[src/rtl/core/rpt_pkg.sv]
// Shared types, constants and the microprogram of the page table update engine.
package rpt_pkg;

	localparam int IDX_W   = 9;
	localparam int PPN_W   = 40;
	localparam int STEP_W  = 4;

	localparam logic [1:0] FUNC_MAP_KERNEL = 2'd0;
	localparam logic [1:0] FUNC_MAP_USER   = 2'd1;
	localparam logic [1:0] FUNC_UNMAP      = 2'd2;
	localparam logic [1:0] FUNC_PROTECT    = 2'd3;

	localparam logic [1:0] STATUS_DONE    = 2'd0;
	localparam logic [1:0] STATUS_MISSING = 2'd1;
	localparam logic [1:0] STATUS_FULL    = 2'd2;
	localparam logic [1:0] STATUS_RANGE   = 2'd3;

	localparam logic [63:0] PTE_KERNEL_DIR = 64'h3;

	localparam logic [1:0] LVL_PML4 = 2'd0;
	localparam logic [1:0] LVL_PDPT = 2'd1;
	localparam logic [1:0] LVL_PD   = 2'd2;
	localparam logic [1:0] LVL_PT   = 2'd3;

	localparam logic [STEP_W-1:0] STEP_IDLE      = 4'd0;
	localparam logic [STEP_W-1:0] STEP_READ      = 4'd1;
	localparam logic [STEP_W-1:0] STEP_TEST_LEAF = 4'd2;
	localparam logic [STEP_W-1:0] STEP_TEST_PRES = 4'd3;
	localparam logic [STEP_W-1:0] STEP_TEST_MAP  = 4'd4;
	localparam logic [STEP_W-1:0] STEP_TEST_FULL = 4'd5;
	localparam logic [STEP_W-1:0] STEP_ALLOC     = 4'd6;
	localparam logic [STEP_W-1:0] STEP_CLEAR     = 4'd7;
	localparam logic [STEP_W-1:0] STEP_LINK      = 4'd8;
	localparam logic [STEP_W-1:0] STEP_FOLLOW    = 4'd9;
	localparam logic [STEP_W-1:0] STEP_ADVANCE   = 4'd10;
	localparam logic [STEP_W-1:0] STEP_LEAF      = 4'd11;
	localparam logic [STEP_W-1:0] STEP_ERR_MISS  = 4'd12;
	localparam logic [STEP_W-1:0] STEP_ERR_FULL  = 4'd13;
	localparam logic [STEP_W-1:0] STEP_ERR_RANGE = 4'd14;
	localparam logic [STEP_W-1:0] STEP_FINISH    = 4'd15;

	typedef enum logic [3:0] {
		OP_NONE      = 4'd0,
		OP_LOAD      = 4'd1,
		OP_READ      = 4'd2,
		OP_ALLOC     = 4'd3,
		OP_CLEAR     = 4'd4,
		OP_LINK      = 4'd5,
		OP_ADVANCE   = 4'd6,
		OP_LEAF      = 4'd7,
		OP_ERR_MISS  = 4'd8,
		OP_ERR_FULL  = 4'd9,
		OP_ERR_RANGE = 4'd10,
		OP_FINISH    = 4'd11
	} op_t;

	typedef enum logic [3:0] {
		C_ALWAYS    = 4'd0,
		C_NO_ACCEPT = 4'd1,
		C_LVL3      = 4'd2,
		C_PRESENT   = 4'd3,
		C_NO_ALLOC  = 4'd4,
		C_POOL_FULL = 4'd5,
		C_CLEAN     = 4'd6,
		C_CLR_BUSY  = 4'd7,
		C_OUTSIDE   = 4'd8,
		C_OUT_BUSY  = 4'd9
	} cond_t;

	typedef struct packed {
		op_t               op;
		cond_t             cond;
		logic [STEP_W-1:0] target;
	} uc_word_t;

	typedef struct packed {
		logic no_accept;
		logic lvl3;
		logic present;
		logic no_alloc;
		logic pool_full;
		logic clean;
		logic clr_busy;
		logic outside;
		logic out_busy;
	} cond_flags_t;

	typedef struct packed {
		logic [1:0]  status;
		logic [63:0] leaf;
		logic        inval;
	} result_t;

	// A taken condition jumps to the target, otherwise the step counter advances.
	function automatic uc_word_t uc_rom(input logic [STEP_W-1:0] step);
		uc_word_t w;
		unique case (step)
			STEP_IDLE:      w = '{OP_LOAD,      C_NO_ACCEPT, STEP_IDLE};
			STEP_READ:      w = '{OP_READ,      C_ALWAYS,    STEP_TEST_LEAF};
			STEP_TEST_LEAF: w = '{OP_NONE,      C_LVL3,      STEP_LEAF};
			STEP_TEST_PRES: w = '{OP_NONE,      C_PRESENT,   STEP_FOLLOW};
			STEP_TEST_MAP:  w = '{OP_NONE,      C_NO_ALLOC,  STEP_ERR_MISS};
			STEP_TEST_FULL: w = '{OP_NONE,      C_POOL_FULL, STEP_ERR_FULL};
			STEP_ALLOC:     w = '{OP_ALLOC,     C_CLEAN,     STEP_LINK};
			STEP_CLEAR:     w = '{OP_CLEAR,     C_CLR_BUSY,  STEP_CLEAR};
			STEP_LINK:      w = '{OP_LINK,      C_ALWAYS,    STEP_READ};
			STEP_FOLLOW:    w = '{OP_NONE,      C_OUTSIDE,   STEP_ERR_RANGE};
			STEP_ADVANCE:   w = '{OP_ADVANCE,   C_ALWAYS,    STEP_READ};
			STEP_LEAF:      w = '{OP_LEAF,      C_ALWAYS,    STEP_FINISH};
			STEP_ERR_MISS:  w = '{OP_ERR_MISS,  C_ALWAYS,    STEP_FINISH};
			STEP_ERR_FULL:  w = '{OP_ERR_FULL,  C_ALWAYS,    STEP_FINISH};
			STEP_ERR_RANGE: w = '{OP_ERR_RANGE, C_ALWAYS,    STEP_FINISH};
			STEP_FINISH:    w = '{OP_FINISH,    C_OUT_BUSY,  STEP_FINISH};
			default:        w = '{OP_NONE,      C_ALWAYS,    STEP_IDLE};
		endcase
		return w;
	endfunction

endpackage

[src/rtl/core/rpt_ucode_seq.sv]
// Microcode sequencer: step counter, control store and conditional jumps.
module rpt_ucode_seq
	import rpt_pkg::*;
(
	input  logic        clk,
	input  logic        arst_n,
	input  cond_flags_t flags,
	output op_t         op
);

	logic [STEP_W-1:0] step_q;
	uc_word_t          uword;
	logic              taken;

	assign uword = uc_rom(step_q);
	assign op    = uword.op;

	always_comb begin
		unique case (uword.cond)
			C_ALWAYS:    taken = 1'b1;
			C_NO_ACCEPT: taken = flags.no_accept;
			C_LVL3:      taken = flags.lvl3;
			C_PRESENT:   taken = flags.present;
			C_NO_ALLOC:  taken = flags.no_alloc;
			C_POOL_FULL: taken = flags.pool_full;
			C_CLEAN:     taken = flags.clean;
			C_CLR_BUSY:  taken = flags.clr_busy;
			C_OUTSIDE:   taken = flags.outside;
			C_OUT_BUSY:  taken = flags.out_busy;
			default:     taken = 1'b0;
		endcase
	end

	// The last step falls through to the first one when the counter wraps.
	always_ff @(posedge clk or negedge arst_n) begin
		if (!arst_n) begin
			step_q <= STEP_IDLE;
		end else if (taken) begin
			step_q <= uword.target;
		end else begin
			step_q <= step_q + STEP_W'(1);
		end
	end

endmodule

[config.mk]
export PLATFORM = sky130hd
export DESIGN_NAME = rpt_ucode_seq
export DESIGN_NICKNAME = d
export VERILOG_FILES = /design/src/rtl/core/rpt_pkg.sv /design/src/rtl/core/rpt_ucode_seq.sv
export SDC_FILE = /design/constraint.sdc
export NUM_CORES = 1
export LEC_CHECK = 0
export BUFFER_PORTS_ARGS = -buffer_cell sky130_fd_sc_hd__buf_2
export CAP_MARGIN = 20
export CORE_AREA = 4 4 41 43
export CTS_CLUSTER_SIZE = 28
export DETAILED_ROUTE_END_ITERATION = 8
export DIE_AREA = 0 0 45 47
export PLACE_DENSITY = 0.66
export REMOVE_ABC_BUFFERS = 1
export SYNTH_ARGS = -nofsm -noshare
export SYNTH_HDL_FRONTEND = slang
export SYNTH_SLANG_ARGS = --single-unit
[constraint.sdc]
create_clock -name clk -period 3.9 [get_ports clk]
set_input_delay 0.585 -clock clk [delete_from_list [all_inputs] [get_ports clk]]
set_output_delay 0.585 -clock clk [all_outputs]
set_load 0.005 [all_outputs]
# Word-level counts from Yosys, hierarchy flattened
# Memory sizes are Yosys's and may differ from the RTL's.
# Index checks and enable logic that the tools add are counted.
# totals
input_bits	11
n_memories	1
out_inout_bits	4
elab_cells	15
ff_bits	4
mem_bits_ro	192
# op_classes
muxes	2
n_reduce_logical	1
eq_ne	9
n_addsub	1
# memory_table
memory	depth	width	read_ports	rd_clocked_by_memory_dff	write_ports	line_no	rtl
(no name shown)	16	12	1	0	0	rpt_pkg.sv:97	unique case (step)
# ops
cell	n
== test 4 x 3 -> 1 bit, second input constant	4
one-hot mux 1 bit (10 select lines)	1
== test 4 x 2 -> 1 bit, second input constant	2
== test 4 bit, second input constant	2
adder 4 x 1 -> 4 bit, second input constant	1
== test 4 x 1 -> 1 bit, second input constant	1
zero test 4 bit	1
two-way mux 4 bit	1

# Logic depth before layout (Yosys ltp)
# Gate-level depths: netlist (run 1).
# An unclocked memory read counts as a cell.
# logic_depth
depth_word	4
ltp_mapped	7
depth_no_buf	7

# Least setup slack after synthesis (run 1)
# No wires, ideal clock.
# synth_timing
kind	register to register
start	register step_q[0]
end	register step_q[0]
required_time_ns	3.765
synth_period_minus_slack_ns	1.817
path_buffers	0
arrival_time_ns	1.683
stages_incl_launch_ff	8
setup_time_ns	0.135
setup_slack_ns	2.083
cell_sequence	dfrtp_1 > inv_1 > ha_1 > nor2_1 > or3b_1 > a21oi_2 > o22ai_2 > mux2i_1
# synth_between
elab_chain_cells	4
word_cells_on_any_way	14
classes_between	add/sub: 1; eq/ne: 9; mux: 2; reduce/logical: 1; memory: 1
# synth_lines
item	line_no	rtl
start: declaration	rpt_ucode_seq.sv:11	logic [STEP_W-1:0] step_q;
start signal: assignment	rpt_ucode_seq.sv:39	step_q <= uword.target;
start signal: assignment	rpt_ucode_seq.sv:41	step_q <= step_q + STEP_W'(1);
memory (16 x 12 bit)	n/a	
== test 4 bit (tied with other cells)	rpt_ucode_seq.sv:19	unique case (uword.cond)
one-hot mux 1 bit (10 select lines)	rpt_ucode_seq.sv:19	
two-way mux 4 bit (*)	rpt_ucode_seq.sv:38	end else if (taken) begin
# Mark *: on every way between the ends. The rest lies on a longest branch, timed or not.

# Worst setup path in the final report (run 1)
# layout_timing
start	register step_q[0]
end	output port op[0]
# layout_between
elab_chain_cells	1
# layout_lines
item	line_no	rtl
memory (16 x 12 bit)	n/a	
end: declaration	rpt_ucode_seq.sv:8	output op_t op
# Every way passes these cells.

==> results.cfg, run 1 <==
[run_status]
status = complete, no violations

[yosys]
synth_top_area_share_pct = 19.2
synth.distinct_cells = 30
synth_seq_area_share_pct = 19.2
syn_area_um2 = 522
synth_area_leader_cell = dfrtp_1
syn_inst = 66
synth_area_per_cell_um2 = 7.91
yosysWarnings = 0
ys_ff_latch = 4
synth.area.top_cells = dfrtp_1 19%, ha_1 12%, a21oi_1 8.6%, mux2i_1 7.7%, o21ai_0 4.8%

[setup_path]
critPathArrivalTime_ps = 1750
startpoint_type = flip-flop
required_ps = 3310
crit_type = reg -> out
worstPathMaxFanout = 9
worst_setup_path_end_kind = output pin

[sta]
min_period_ps = 2330
hold_viol_final = 0
slew_violations = 0
tightest_slew_ps = 577
setup_viol = 0
fmax_mhz = 429
grt_setup_unrepaired = false
clock-skew-final_ps = 3.03
fin_crit_sh_pct = 59.8
fin_setup_tns_ps = 0
maxSlewHeadroom_pct = 61.5

[grt]
grt_pass1_vias = 470
grt_max_degree = 21
use_met3_pct = 2.68
top_usage_layer = met2
grtUsageMet2_pct = 23.4
antenna_found_initial = 0
overflow = 0
grt_util_met1_pct = 14.3
grt_pass1_wl_mm = 1.93
grt_use_total_pct = 12.1

[route]
drt_first_pass_iters = 4
drt_iter0_markers = 14
drtAntennaViolNets = 0
wire_per_inst_um = 11.9
vias = 498
wirelength_mm = 1.12
via_per_inst = 5.30
drc = 0

[floorplan]
io_pins = 15
dieHeight_um = 47
row_count = 13
die-area_um2 = 2120
die_w_um = 45
start_util_pct = 40.1
coreArea_um2 = 1300

[pwr]
irDropWorstVdd_mv = 0.369
p_int_mw = 0.297
swShare_pct = 48.8
power_leakage_nw = 0.292
power_switching_mw = 0.282
power_density_nw_per_um2 = 950
p_total_mw = 0.579
pwr-share-clk_pct = 8.7
p_comb_share_pct = 68.1
seq_power_share_pct = 23.2

[finish]
final_util_pct = 46.8
area_growth_pct = 16.8
mostFrequentLayoutCells = 14 x buf_2, 9 x a21oi_1, 5 x nor2_1, 5 x o21ai_0, 5 x ha_1
fillerInstances = 143
final_common_cell = buf_2
top_regs = step_q (4)
largest_register_ffs = 4
drive_gt1_share_pct = 29.1
largest_register = step_q
nets = 97
antenna_cells = 0

[cts]
cts_buffers = 3
cts_hold_buf = 0
clock_latency_ps = 230
cts_buffer_depth = 2
cts.sink_count = 4
tritoncts = yes
cts_resized = 0
clk_pin_slew_ps = 40
postCtsSetupBuffers = 0
cts.htree.levels = 1
cts_root_buf = clkbuf_4

[placement]
hpwl_um = 859
place_congestion = 0.764
io_buffers = 14

[worst_hold_path]
hp-class = in -> async

[flow_run]
cap_violations = 0
## Yosys cell counts
library cell  count
a21oi_1           9
ha_1              5
nor2_1            5
o21ai_0           5
dfrtp_1           4
inv_1             4
mux2i_1           4
nand2_1           4
clkbuf_1          2
mux2_2            2
nor2b_1           2
o211ai_1          2
a211o_1           1
a211oi_1          1
a21oi_2           1
and2_1            1
and2_4            1
and3b_1           1
buf_2             1
buf_6             1
nand2b_1          1
nand4_1           1
o22ai_1           1
o22ai_2           1
o31ai_1           1
or2_2             1
or3_1             1
or3b_1            1
xnor2_1           1
xor2_1            1
## critical path, cell delays in order (launching register included)
cell and delay (ps):
dfrtp_1 500, inv_1 130, ha_1 320, nor2_1 200
o21ai_0 130, o31ai_1 100, buf_2 150
## kinds of logic (layout without fill, tap and decap cells)
family          count (synthesis)  in the layout  synth area share [%]
mux                             6              6                  12.0
buf+inv                         8             21                  7.43
fa+ha+maj                       5              5                  12.0
flops                           4              4                  19.2
compound gates                 22             22                  26.1
simple gates                   19             19                  19.9
xor+xnor                        2              2                  3.36
## stage by stage
step           std cells  hold WS [ps]  cell area [um2]  worst slack (ps)
6_report              94           149              609              1570
5_1_grt               94           151              609              1420
4_1_cts               94           146              609              1550
3_5_place_dp          91           389              587              1800
3_3_place_gp          91           388              587              1840
2_1_floorplan         62           289              498              2060
## per-layer routing
metal / part of all wire [%] / vias up
met5: 0 / -
met4: 0 / 0
met3: 4.2 / 0
met2: 50 / 12
met1: 46 / 225
li1: - / 261
## path summary, 6_finish.rpt
kind                                        from                    end  slack [ps]  cells after the start
min in group clk           step_q[0]$_DFFE_PN0P_  step_q[0]$_DFFE_PN0P_         670                      1
max in group asynchronous                 arst_n  step_q[0]$_DFFE_PN0P_        3640                      1
max reg2reg                step_q[0]$_DFFE_PN0P_    step_q[3]$_DFF_PN0_        1860                      7
max                        step_q[0]$_DFFE_PN0P_                  op[0]        1570                      6
min                                       arst_n    step_q[1]$_DFF_PN0_         150                      1
min reg2reg                step_q[0]$_DFFE_PN0P_  step_q[0]$_DFFE_PN0P_         670                      1
## layout make-up
class	instances	area (um2)	area share [%]
Clock buffer	3	22.5	3.70
Inverter	4	15.0	2.46
Multi-Input combinational cell	54	383	62.8
Sequential cell	4	100	16.4
Tap cell	15	18.8	3.08
Timing Repair Buffer	14	70.1	11.5
## power groups by stage
stage                     Sequential [mW]  Combinational, mW  Clock [mW]
after floorplan                     0.116              0.308           0
after global placement              0.134              0.392           0
after detailed placement            0.134              0.393           0
after CTS                           0.134              0.395      0.0514
after global routing                0.144              0.444      0.0537
final                               0.134              0.394      0.0501
Note: power is estimated with default switching activity, not from simulation.
==> inputs of run 2 (changes only) <==
--- a/config.mk
+++ b/config.mk
@@ -11,7 +11,7 @@
 export CTS_CLUSTER_SIZE = 28
 export DETAILED_ROUTE_END_ITERATION = 8
 export DIE_AREA = 0 0 45 47
-export PLACE_DENSITY = 0.66
+export PLACE_DENSITY = 0.68
 export REMOVE_ABC_BUFFERS = 1
 export SYNTH_ARGS = -nofsm -noshare
 export SYNTH_HDL_FRONTEND = slang
==> constraint.sdc (replaced) <==
create_clock -name clk -period 2.06 [get_ports clk]
set_input_delay 0.309 -clock clk [delete_from_list [all_inputs] [get_ports clk]]
set_output_delay 0.309 -clock clk [all_outputs]
set_load 0.005 [all_outputs]
==> results.cfg, run 2 (synthesized netlist as in run 1, its figures left out) <==
[sta]
min_period_ps = 1930
slew_violations = 0
timing.final.ws_setup_ps = 130
fin_crit_sh_pct = 93.7
clock-skew-final_ps = 3.86
fin_setup_tns_ps = 0
tightest_slew_ps = 467
grt_setup_unrepaired = false
hold_viol_final = 0
maxSlewHeadroom_pct = 68.9
fmax_mhz = 518
setup_viol = 0

[setup_path]
crit_type = reg -> out
worst_setup_path_end_kind = output pin
required_ps = 1750
worstPathMaxFanout = 7
cpPeakStageDelay_ps = 420
slowest_stage = dfrtp_2
crit_chain = inv_1 -> ha_1 -> nor2_2 -> o21ai_0 -> o31ai_1 -> buf_2
critPathArrivalTime_ps = 1620
startpoint_type = flip-flop

[placement]
dpl.cell_count = 94
pre_cts_ws_ps = 59.0
place_congestion = 0.819
io_buffers = 14
hpwl_um = 991

[finish]
drive_gt1_share_pct = 34.9
largest_register_ffs = 4
largest_register = step_q
area_growth_pct = 24.0
mostFrequentLayoutCells = 14 x buf_2, 9 x a21oi_1, 5 x o21ai_0, 5 x ha_1
final_common_cell = buf_2
layout.cells.non_filler = 98
nets = 101
top_regs = step_q (4)
antenna_cells = 0

[cts]
cts_root_buf = clkbuf_4
cts_buffers = 3
clk_pin_slew_ps = 40
cts.htree.levels = 1
cts.sink_count = 4
clock_latency_ps = 230
tritoncts = yes
cts_buffer_depth = 2
postCtsSetupBuffers = 0

[route]
drt_iter0_markers = 7
wirelength_mm = 1.20
drt_first_pass_iters = 4
wire_per_inst_um = 12.3
vias = 500
via_per_inst = 5.10
drtAntennaViolNets = 0
drc = 0

[floorplan]
coreArea_um2 = 1300
die_w_um = 45
row_count = 13
die-area_um2 = 2120
start_util_pct = 40.1
io_pins = 15
dieHeight_um = 47

[grt]
antenna_found_initial = 0
grt_use_total_pct = 13.6
overflow = 0
grt_pass1_wl_mm = 2.10
grt_pass1_vias = 503
grt_max_degree = 16

[pwr]
power_leakage_nw = 0.308
power_density_nw_per_um2 = 1790
irDropWorstVdd_mv = 0.955

[worst_hold_path]
hp-class = in -> async

[run_status]
status = complete, no violations

[flow_run]
cap_violations = 0
## run 2: routing by layer
layer / part of all wire [%] / global-route usage, % / wire [um] / vias to the layer above
li1: - / - / - / 266
met1: 44 / 16.7 / 528 / 219
met2: 50 / 23.7 / 596 / 13
met3: 5.1 / 3.45 / 61 / 2
met4: 1.2 / 3.51 / 14 / 0
met5: 0 / 0 / 0 / -
## run 2: final cells by class
cell class	count	area, um2
tap	15	18.8
inverter	4	15.0
timing repair buffer	18	103
multi-input combinational	54	385
clock buffer	3	22.5
sequential	4	103
fill	133	654
## run 2: repair_timing
item | CTS | global route
hold buffers | 1 | 0
endpoints found under the hold margin | 4 | 0
setup endpoints to repair | 1 | 4
pin swaps | 0 | 0
gates resized for setup | 2 | 1
## run 2: power by group
group          internal [mW]  switching, mW  total (mW)
combinational          0.415          0.424       0.839
sequential             0.127          0.102       0.229
clock                 0.0649         0.0283      0.0932
## run 2: path summary, 6_finish.rpt
path	startpoint	end	slack [ps]	cells past startpoint
worst min register to register	step_q[0]$_DFFE_PN0P_	step_q[0]$_DFFE_PN0P_	680	2
worst max-delay path	step_q[0]$_DFFE_PN0P_	op[0]	130	6
min in group clk	flags[0]	step_q[1]$_DFF_PN0_	670	5
worst min-delay path	arst_n	step_q[1]$_DFF_PN0_	410	2
max in group asynchronous	arst_n	step_q[0]$_DFFE_PN0P_	1520	2
worst max register to register	step_q[1]$_DFF_PN0_	step_q[2]$_DFF_PN0_	170	7
## run 2: critical path, delay by kind of cell (launching register included)
kind,cells,cell delay (ps)
adders and majority gates,1,330
and+or+nand+nor,1,160
buffers and inverters,2,250
DFF,1,420
AOI/OAI and AO/OA,2,230
## run 2: through the flow
| stage | hold slack [ps] | area, um2 | utilization [%] | power, mW |
|---|---|---|---|---|
| floorplan | 13.4 | 498 | - | 0.803 |
| global placement | 114 | 609 | 46.8 | 1.04 |
| detailed placement | 117 | 609 | 46.8 | 1.05 |
| CTS | 404 | 646 | 49.6 | 1.17 |
| global route | 415 | 647 | 49.7 | 1.28 |
| finish | 409 | 647 | 49.7 | 1.16 |
